`config.mk`:
```
export PLATFORM = sky130hd
export DESIGN_NAME = signed_unsigned_divider
export DESIGN_NICKNAME = d
export VERILOG_FILES = /design/src/rtl/sud_pkg.sv /design/src/rtl/signed_unsigned_divider.sv /design/src/rtl/sud_datapath.sv /design/src/rtl/sud_ctrl.sv
export SDC_FILE = /design/constraint.sdc
export NUM_CORES = 1
export LEC_CHECK = 0
export ABC_AREA = 1
export BUFFER_PORTS_ARGS = -buffer_cell sky130_fd_sc_hd__buf_2
export CAP_MARGIN = 20
export CORE_MARGIN = 4
export CORE_UTILIZATION = 40
export DETAILED_ROUTE_END_ITERATION = 8
export GPL_ROUTABILITY_DRIVEN = 0
export PLACE_DENSITY_LB_ADDON = 0.12
export SLEW_MARGIN = 20
export SYNTH_ARGS = -nofsm -noshare
export SYNTH_HDL_FRONTEND = slang
export SYNTH_HIERARCHICAL = 1
export SYNTH_SLANG_ARGS = --single-unit
```
`constraint.sdc`:
```
create_clock -name clk -period 6 [get_ports clk]
set_input_delay 1.8 -clock clk [delete_from_list [all_inputs] [get_ports clk]]
set_output_delay 1.8 -clock clk [all_outputs]
set_load 0.1 [all_outputs]
```
`src/rtl/sud_pkg.sv`:
```
// Shared types and constants for the signed/unsigned divider.
`default_nettype none

package sud_pkg;

  localparam int WIDTH = 32;
  localparam int CNT_W = (WIDTH > 2) ? $clog2(WIDTH) : 1;

  typedef enum logic [2:0] {
    S_IDLE,
    S_ABS_A,
    S_ABS_B,
    S_DIV,
    S_NEG_Q,
    S_NEG_R,
    S_DONE
  } state_t;

  typedef enum logic [2:0] {
    OP_NONE,
    OP_ABS_A,
    OP_ABS_B,
    OP_STEP,
    OP_NEG_Q,
    OP_NEG_R
  } alu_op_t;

  typedef struct packed {
    logic    load;
    alu_op_t op;
  } ctl_t;

  typedef struct packed {
    logic div_zero;
  } sts_t;

endpackage

`default_nettype wire

```
`src/rtl/signed_unsigned_divider.sv`:
```
// Top level of the signed/unsigned restoring divider.
//
// Input channel: in_valid/in_stall with in_func (0 unsigned, 1 signed),
// in_dividend_bits and in_divisor_bits. Result channel: out_valid/out_stall
// with out_quotient_bits, out_remainder_bits and out_zero_divisor.
// A request is taken only while the block is idle; in_stall is high otherwise.
// After acceptance the sequencer runs operand sign fix-up (S_ABS_A, S_ABS_B),
// shift-subtract in S_DIV with one quotient bit per cycle, and result sign
// fix-up (S_NEG_Q, S_NEG_R), all on one shared WIDTH+1 bit subtractor, then
// raises out_valid in S_DONE; the result can be taken while out_valid is high.
// A zero divisor skips the iterations and shows its result in the cycle after
// acceptance.
// A new request is not taken until the last result has been taken.
// The result holds in its registers while out_stall is high; the next
// request is taken the cycle after the result is taken.
// Reset (rst_n, synchronous, active low) returns the sequencer to idle and
// drops any request in flight.
`default_nettype none

module signed_unsigned_divider import sud_pkg::*; (
  input  wire logic             clk,
  input  wire logic             rst_n,
  input  wire logic             in_valid,
  output logic                  in_stall,
  input  wire logic             in_func,
  input  wire logic [WIDTH-1:0] in_dividend_bits,
  input  wire logic [WIDTH-1:0] in_divisor_bits,
  output logic                  out_valid,
  input  wire logic             out_stall,
  output logic [WIDTH-1:0]      out_quotient_bits,
  output logic [WIDTH-1:0]      out_remainder_bits,
  output logic                  out_zero_divisor
);

  ctl_t ctl;
  sts_t sts;

  sud_ctrl u_ctrl (
    .clk       (clk),
    .rst_n     (rst_n),
    .in_valid  (in_valid),
    .in_stall  (in_stall),
    .out_valid (out_valid),
    .out_stall (out_stall),
    .sts       (sts),
    .ctl       (ctl)
  );

  sud_datapath u_datapath (
    .clk                (clk),
    .ctl                (ctl),
    .in_func            (in_func),
    .in_dividend_bits   (in_dividend_bits),
    .in_divisor_bits    (in_divisor_bits),
    .sts                (sts),
    .out_quotient_bits  (out_quotient_bits),
    .out_remainder_bits (out_remainder_bits),
    .out_zero_divisor   (out_zero_divisor)
  );

  a_nonzero_not_early: assert property (@(posedge clk) disable iff (!rst_n)
    (in_valid && !in_stall && in_divisor_bits != '0) |=> !out_valid)
    else $error("result shown right after a nonzero-divisor request");

  a_zero_fast: assert property (@(posedge clk) disable iff (!rst_n)
    (in_valid && !in_stall && in_divisor_bits == '0) |=>
      (out_valid && out_zero_divisor && out_quotient_bits == '1))
    else $error("zero divisor result missing or wrong");

  a_single_result: assert property (@(posedge clk) disable iff (!rst_n)
    (out_valid && !out_stall) |=> !out_valid)
    else $error("result repeated after it was taken");

  a_busy_on_result: assert property (@(posedge clk) disable iff (!rst_n)
    out_valid |-> in_stall)
    else $error("request taken while a result is pending");

endmodule

`default_nettype wire

```
`src/rtl/sud_datapath.sv`:
```
// Operand registers and the shared subtractor of the divider.
`default_nettype none

module sud_datapath import sud_pkg::*; (
  input  wire logic             clk,
  input  wire ctl_t             ctl,
  input  wire logic             in_func,
  input  wire logic [WIDTH-1:0] in_dividend_bits,
  input  wire logic [WIDTH-1:0] in_divisor_bits,
  output sts_t                  sts,
  output logic [WIDTH-1:0]      out_quotient_bits,
  output logic [WIDTH-1:0]      out_remainder_bits,
  output logic                  out_zero_divisor
);

  logic [WIDTH-1:0] quo_r, quo_nxt;
  logic [WIDTH-1:0] rem_r, rem_nxt;
  logic [WIDTH-1:0] div_r, div_nxt;
  logic             sa_r, sa_nxt;
  logic             sb_r, sb_nxt;
  logic             zero_r, zero_nxt;

  logic [WIDTH:0]   alu_x;
  logic [WIDTH:0]   alu_y;
  logic [WIDTH:0]   alu_diff;

  assign sts.div_zero = (in_divisor_bits == '0);

  // Operand select for the one subtractor
  always_comb begin
    alu_x = '0;
    alu_y = '0;
    case (ctl.op)
      OP_ABS_A: alu_y = {1'b0, quo_r};
      OP_ABS_B: alu_y = {1'b0, div_r};
      OP_STEP: begin
        alu_x = {rem_r, quo_r[WIDTH-1]};
        alu_y = {1'b0, div_r};
      end
      OP_NEG_Q: alu_y = {1'b0, quo_r};
      OP_NEG_R: alu_y = {1'b0, rem_r};
      default: begin
        alu_x = '0;
        alu_y = '0;
      end
    endcase
  end

  assign alu_diff = alu_x - alu_y;

  always_comb begin
    quo_nxt  = quo_r;
    rem_nxt  = rem_r;
    div_nxt  = div_r;
    sa_nxt   = sa_r;
    sb_nxt   = sb_r;
    zero_nxt = zero_r;
    if (ctl.load) begin
      div_nxt  = in_divisor_bits;
      sa_nxt   = in_func & in_dividend_bits[WIDTH-1];
      sb_nxt   = in_func & in_divisor_bits[WIDTH-1];
      zero_nxt = sts.div_zero;
      if (sts.div_zero) begin
        quo_nxt = '1;
        rem_nxt = in_dividend_bits;
      end else begin
        quo_nxt = in_dividend_bits;
        rem_nxt = '0;
      end
    end else begin
      case (ctl.op)
        OP_ABS_A: if (sa_r) quo_nxt = alu_diff[WIDTH-1:0];
        OP_ABS_B: if (sb_r) div_nxt = alu_diff[WIDTH-1:0];
        OP_STEP: begin
          // keep the trial difference when it did not borrow
          if (!alu_diff[WIDTH]) begin
            rem_nxt = alu_diff[WIDTH-1:0];
            quo_nxt = {quo_r[WIDTH-2:0], 1'b1};
          end else begin
            rem_nxt = alu_x[WIDTH-1:0];
            quo_nxt = {quo_r[WIDTH-2:0], 1'b0};
          end
        end
        OP_NEG_Q: if (sa_r ^ sb_r) quo_nxt = alu_diff[WIDTH-1:0];
        OP_NEG_R: if (sa_r) rem_nxt = alu_diff[WIDTH-1:0];
        default: begin
          quo_nxt = quo_r;
        end
      endcase
    end
  end

  always_ff @(posedge clk) begin
    quo_r  <= quo_nxt;
    rem_r  <= rem_nxt;
    div_r  <= div_nxt;
    sa_r   <= sa_nxt;
    sb_r   <= sb_nxt;
    zero_r <= zero_nxt;
  end

  assign out_quotient_bits  = quo_r;
  assign out_remainder_bits = rem_r;
  assign out_zero_divisor   = zero_r;

endmodule

`default_nettype wire

```
`src/rtl/sud_ctrl.sv`:
```
// Sequencer of the divider: state machine and bit counter.
`default_nettype none

module sud_ctrl import sud_pkg::*; (
  input  wire logic clk,
  input  wire logic rst_n,
  input  wire logic in_valid,
  output logic      in_stall,
  output logic      out_valid,
  input  wire logic out_stall,
  input  wire sts_t sts,
  output ctl_t      ctl
);

  state_t           state_r, state_nxt;
  logic [CNT_W-1:0] cnt_r, cnt_nxt;
  logic             accept;

  assign accept = in_valid && (state_r == S_IDLE);

  always_comb begin
    state_nxt = state_r;
    cnt_nxt   = cnt_r;
    case (state_r)
      S_IDLE: begin
        if (accept) begin
          // a zero divisor needs no iterations
          state_nxt = sts.div_zero ? S_DONE : S_ABS_A;
        end
      end
      S_ABS_A: state_nxt = S_ABS_B;
      S_ABS_B: begin
        state_nxt = S_DIV;
        cnt_nxt   = CNT_W'(WIDTH - 1);
      end
      S_DIV: begin
        if (cnt_r == '0) begin
          state_nxt = S_NEG_Q;
        end else begin
          cnt_nxt = cnt_r - 1'b1;
        end
      end
      S_NEG_Q: state_nxt = S_NEG_R;
      S_NEG_R: state_nxt = S_DONE;
      S_DONE:  if (!out_stall) state_nxt = S_IDLE;
      default: state_nxt = S_IDLE;
    endcase
  end

  always_comb begin
    in_stall  = 1'b1;
    out_valid = 1'b0;
    ctl.load  = 1'b0;
    ctl.op    = OP_NONE;
    case (state_r)
      S_IDLE: begin
        in_stall = 1'b0;
        ctl.load = in_valid;
      end
      S_ABS_A: ctl.op = OP_ABS_A;
      S_ABS_B: ctl.op = OP_ABS_B;
      S_DIV:   ctl.op = OP_STEP;
      S_NEG_Q: ctl.op = OP_NEG_Q;
      S_NEG_R: ctl.op = OP_NEG_R;
      S_DONE:  out_valid = 1'b1;
      default: ctl.op = OP_NONE;
    endcase
  end

  always_ff @(posedge clk) begin
    if (!rst_n) begin
      state_r <= S_IDLE;
      cnt_r   <= '0;
    end else begin
      state_r <= state_nxt;
      cnt_r   <= cnt_nxt;
    end
  end

endmodule

`default_nettype wire
```
==> results of run 1 <==
==> synthesized netlist by cell type, types with 13 or more instances <==
library cell    n
a21oi_1        60
o22ai_1        13
a221oi_1       27
nor2_1        102
xnor2_1        14
clkbuf_1       26
o21ai_0        57
nand3_1        57
nor3_1         15
inv_1         190
edfxtp_1       99
nand2_1       404
nand3_2        32
ha_1           33
==> registers in the layout, summed over array words and instances (netlist names) <==
signal                         flops
u_datapath/out_zero_divisor        1
u_ctrl/cnt_r                       5
u_datapath/sa_r                    1
u_datapath/out_quotient_bits      32
u_datapath/sb_r                    1
u_datapath/out_remainder_bits     32
u_datapath/div_r                  32
u_ctrl/state_r                     3
==> final timing paths <==
check / from / endpoint / slack (ns) / cells past startpoint
worst min-delay path: u_ctrl/cnt_r[1]$_SDFFE_PN0P_ / u_ctrl/cnt_r[1]$_SDFFE_PN0P_ / 0.48 / 2
worst max register to register: u_ctrl/state_r[0]$_SDFFE_PN0P_ / u_datapath/out_remainder_bits[25]$_DFFE_PP_ / 1.19 / 23
worst max-delay path: u_ctrl/state_r[0]$_SDFFE_PN0P_ / u_datapath/out_remainder_bits[25]$_DFFE_PP_ / 1.19 / 23
worst min register to register: u_ctrl/cnt_r[1]$_SDFFE_PN0P_ / u_ctrl/cnt_r[1]$_SDFFE_PN0P_ / 0.48 / 2
==> metal layers <==
| layer | GRT usage [%] | wire (µm) |
|---|---|---|
| met5 | 0 | 7 |
| met4 | 5.54 | 501 |
| met2 | 40.6 | 14100 |
| met3 | 3.66 | 1940 |
| met1 | 35.5 | 14300 |
==> per-stage QoR <==
stage | std cells | util [%] | area (µm²) | setup slack [ns] | hold WS (ns)
3_3_place_gp | 1619 | 45.5 | 9680 | 1.37 | 0.466
2_1_floorplan | 1239 | - | 8770 | 0.261 | 0.449
3_5_place_dp | 1619 | 45.5 | 9680 | 1.27 | 0.467
4_1_cts | 1635 | 46.8 | 9970 | 1.24 | 0.479
5_1_grt | 1635 | 46.8 | 9970 | 0.762 | 0.518
6_report | 1635 | 46.8 | 9970 | 1.19 | 0.475
==> cell families after synthesis <==
group	after synthesis	synth area share, %
AND/OR/NAND/NOR	648	32.7
buffers and inverters	246	11.8
AO/OA/AOI/OAI	188	13.2
flip-flops	107	35.7
adder cells (fa/ha/maj)	34	4.93
XOR/XNOR	16	1.60
==> worst min-delay path, stage by stage, from the launching register on <==
cell	delay (ns)
dfxtp_1	0.32
inv_1	0.06
a21oi_1	0.06
==> area by class of cell <==
type	instances	share of cell area (%)
tap	275	3.45
inverter	199	7.49
multi-input combinational	886	46.7
sequential	107	31.4
timing repair buffer	152	8.06
clock inverter	6	0.565
clock buffer	10	2.30
==> impl_metrics.env, run 1 <==
export IMPL_finalMaxSlewViolations=0
export IMPL_cp_end_kind="flop"
export IMPL_std_cell_rows=53
export IMPL_clock_latency_ns=0.37
export IMPL_mostFrequentLayoutCell="nand2_1"
export IMPL_dieArea_mm2=0.0244
export IMPL_worstSetupPathType="reg -> reg"
export IMPL_final_net_count=1458
export IMPL_ys_ff_latch=107
export IMPL_cts_sinks=107
export IMPL_io_pins=136
export IMPL_fillers=2206
export IMPL_die_h_um=156
export IMPL_slowest_stage="nand3_2"
export IMPL_timing_final_hold_violations=0
export IMPL_setup_viol=0
export IMPL_synth_area_top_cells="edfxtp_1 34%, nand2_1 17%, inv_1 8.1%"
export IMPL_max_cap_violations=0
export IMPL_wl_mm=30.9
export IMPL_grt_max_degree=51
export IMPL_max_freq_mhz=208
export IMPL_grt_pass1_vias=8359
export IMPL_numCtsBuffers=9
export IMPL_grt_antenna_before_repair=1
export IMPL_syn2layout_area_growth_pct=13.6
export IMPL_n_antenna_cell=0
export IMPL_ys_seq_area_share_pct=35.7
export IMPL_grt_pass1_wl_mm=47.4
export IMPL_via_count=8694
export IMPL_ys_types=46
export IMPL_via_per_inst=5.32
export IMPL_final_cell_mix="404 x nand2_1, 190 x inv_1, 135 x buf_2, 100 x nor2_1, 99 x edfxtp_1"
export IMPL_multi_input_comb_area_mm2=0.00465
export IMPL_initial_core_util_pct=41.2
export IMPL_cp_arrival_ns=5.05
export IMPL_die_x_um=156
export IMPL_ys_flop_type="edfxtp_1"
export IMPL_track_usage_pct=25.0
export IMPL_hp_class="reg -> reg"
export IMPL_startpoint_type="flop"
export IMPL_syn_nets=1342
export IMPL_crit_chain="inv_1 > a21oi_1 > nor3_1 > nor2_1 > buf_4 > inv_1 > nand2_1 > o211ai_1 > ha_1 > fa_1 > inv_1 > nand2_1 > nand2_1 > nand3_1 > nand2_2 > nand2_1 > nand2_2 > nand2_2 > nand3_1 > nand3_2 > nand2_1 > nand3_1 > nand2_1"
export IMPL_portBuffers=135
export IMPL_yosysWarnings=6
export IMPL_crit_path_frequent_cell="nand2_1"
export IMPL_seq_area_mm2=0.00313
export IMPL_synth_edff_count=99
export IMPL_drt_iter0_drc=817
export IMPL_drive_above_1_share_pct=17.4
export IMPL_cp_max_fo=32
export IMPL_cts_setup_buffers=0
export IMPL_max_slew_margin_pct=33.0
export IMPL_min_period_ns=4.81
export IMPL_clockRootBuffer="clkbuf_16"
export IMPL_grt_setup_unrepaired="no"
export IMPL_worstPathRequired_ns=6.24
export IMPL_drcViolationCount=0
export IMPL_place_hpwl_mm=23.1
export IMPL_critPathBufInv=4
export IMPL_yosysTopAreaCellShare_pct=33.9
export IMPL_dr_pass1_iters=5
export IMPL_cts_resized=0
export IMPL_netlist_area_mm2=0.00877
export IMPL_core_area_mm2=0.0213
export IMPL_cp_top_family="simple AND/OR/NAND/NOR gates"
export IMPL_cts_reportedPaths_clkPinSlew_ns=0.08
export IMPL_setup_tns_final_ns=0
export IMPL_ys_async_sr_fraction_pct=0
export IMPL_cts_hold_buf=0
export IMPL_ant_nets=0
export IMPL_clock_path_buffers=2
export IMPL_htree_levels=3
export IMPL_cts_tree="done"
export IMPL_syn_avg_cell_area_um2=7.08
export IMPL_status="finished, final reports clean"
export IMPL_worst_slew_pin_slew_ns=0.999
export IMPL_synth_area_leader_cell="edfxtp_1"
export IMPL_syn_inst=1239
export IMPL_max_stage_delay_ns=0.71
export IMPL_clock_skew_ns=0.0101
export IMPL_post_route_period_util_pct=80.2
export IMPL_wl_per_cell_um=18.9
export IMPL_overflow=0
Power of run 1 is left out: the tool's default activity adds up to more than one toggle a clock period on the data nets, which glitch-free logic cannot reach.
==> run 2, diff against run 1 <==
==> constraint.sdc (replaced) <==
create_clock -name clk -period 4 [get_ports clk]
set_input_delay 1.2 -clock clk [delete_from_list [all_inputs] [get_ports clk]]
set_output_delay 1.2 -clock clk [all_outputs]
set_load 0.1 [all_outputs]
==> run 2 against run 1 <==
Net effect: setup slack got worse by 0.95 ns; worst hold slack improved by 0.0023 ns; flip-flop and latch count unchanged.
==> impl_metrics.env, run 2 (same netlist as run 1, synthesis figures left out) <==
export IMPL_drcViolationCount=0
export IMPL_cp_max_fo=14
export IMPL_slowest_stage="dfxtp_2"
export IMPL_critPathBufInv=6
export IMPL_crit_chain="inv_2 > nand2_1 > inv_2 > inv_2 > nand2_1 > nor2_2 > inv_2 > buf_4 > o22ai_1 > a21oi_1 > ha_1 > nand2_1 > nand2_1 > a21oi_2 > nand2_1 > a21oi_2 > nand3_2 > nand2_8 > buf_12 > nand3_1 > nand3_1 > nand2_1"
export IMPL_worstSetupPathType="reg -> reg"
export IMPL_max_stage_delay_ns=0.41
export IMPL_finalMaxSlewViolations=0
export IMPL_setup_viol=0
export IMPL_core_area_mm2=0.0213
export IMPL_hp_class="reg -> reg"
export IMPL_track_usage_pct=24.5
export IMPL_timing_final_hold_violations=0
export IMPL_grt_antenna_before_repair=0
export IMPL_die_h_um=156
export IMPL_status="finished, final reports clean"
export IMPL_worstPathRequired_ns=4.12
export IMPL_dp_cells=1635
export IMPL_clock_skew_ns=0.00996
export IMPL_grt_pass1_wl_mm=46.4
export IMPL_cp_end_kind="flop"
export IMPL_die_x_um=156
export IMPL_crit_path_frequent_cell="nand2_1"
export IMPL_cts_hold_buf=0
export IMPL_grt_max_degree=59
export IMPL_crit_start="u_ctrl/state_r[2]$_SDFFE_PN0P_"
export IMPL_max_cap_violations=0
export IMPL_startpoint_type="flop"
export IMPL_via_count=8786
export IMPL_portBuffers=135
export IMPL_clock_latency_ns=0.36
export IMPL_io_pins=136
export IMPL_dr_pass1_iters=5
export IMPL_cp_arrival_ns=3.88
export IMPL_std_cell_rows=53
export IMPL_hp_start="u_ctrl/cnt_r[4]$_SDFFE_PN0P_"
export IMPL_dieArea_mm2=0.0244
export IMPL_clock_path_buffers=2
export IMPL_final_cell_mix="404 x nand2_1, 187 x inv_1, 135 x buf_2, 99 x edfxtp_1, 97 x nor2_1"
export IMPL_wl_per_cell_um=18.4
export IMPL_n_antenna_cell=0
export IMPL_drt_iter0_drc=1093
export IMPL_worst_slew_pin_slew_ns=0.786
export IMPL_max_freq_mhz=266
export IMPL_min_period_ns=3.76
export IMPL_grt_pass1_vias=8256
export IMPL_ant_nets=0
export IMPL_via_per_inst=5.31
export IMPL_place_hpwl_mm=23.4
export IMPL_overflow=0
export IMPL_initial_core_util_pct=41.2
export IMPL_max_slew_margin_pct=47.6
export IMPL_final_net_count=1478
export IMPL_cts_reportedPaths_clkPinSlew_ns=0.07
export IMPL_utilization_pct=48.4
export IMPL_mostFrequentLayoutCell="nand2_1"
export IMPL_wl_mm=30.5
export IMPL_cp_top_family="simple AND/OR/NAND/NOR gates"
export IMPL_cts_tree="done"
export IMPL_numCtsBuffers=9
export IMPL_drive_above_1_share_pct=19.9
export IMPL_clockRootBuffer="clkbuf_16"
export IMPL_syn2layout_area_growth_pct=17.5
export IMPL_cts_sinks=107
export IMPL_htree_levels=3
export IMPL_fin_cells=1655
export IMPL_post_route_period_util_pct=94.1
export IMPL_rr_startpoint="u_ctrl/state_r[2]$_SDFFE_PN0P_"
run 2: final timing paths:
path                            cells after the start  slack, ns                                         end
worst max-delay path                               22       0.24  u_datapath/out_remainder_bits[1]$_DFFE_PP_
worst min-delay path                                2       0.48                u_ctrl/cnt_r[4]$_SDFFE_PN0P_
worst max register to register                     22       0.24  u_datapath/out_remainder_bits[1]$_DFFE_PP_
worst min register to register                      2       0.48                u_ctrl/cnt_r[4]$_SDFFE_PN0P_
run 2: metrics by stage:
step / setup WS, ns / setup TNS, ns / hold WS, ns / cell area [µm²]
floorplan: -0.157 / -9.68 / 0.449 / 8790
global placement: 0.188 / 0 / 0.462 / 9850
detailed placement: 0.110 / 0 / 0.470 / 9850
CTS: 0.0976 / 0 / 0.480 / 10200
global route: -0.0531 / -0.601 / 0.529 / 10300
finish: 0.236 / 0 / 0.478 / 10300
run 2: area by class of cell:
type	count	area, µm²
fill	2199	11000
clock buffer	14	297
clock inverter	2	38.8
timing repair buffer	172	1010
inverter	199	747
multi-input combinational	886	4730
sequential	107	3140
tap	275	344
run 2: layer usage:
metal | vias to the layer above | global-route usage [%] | part of all wire [%]
met5 | - | 0 | 0
li1 | 4321 | - | -
met3 | 32 | 4.33 | 8.3
met2 | 361 | 38.8 | 45
met4 | 0 | 4.88 | 1.4
met1 | 4072 | 35.2 | 46
run 2: tightest hold or removal path: cells and delay by family (launching register included):
kind           cells  cell delay [ns]
flip-flops         1             0.31
AO/OA/AOI/OAI      2             0.12
run 2: repair_timing:
item / 4_1_cts / 5_1_grt
endpoints found under the setup margin: 0 / 49
resized for setup: 0 / 20
setup buffers: 0 / 3
Power of run 2 is left out for the same reason.
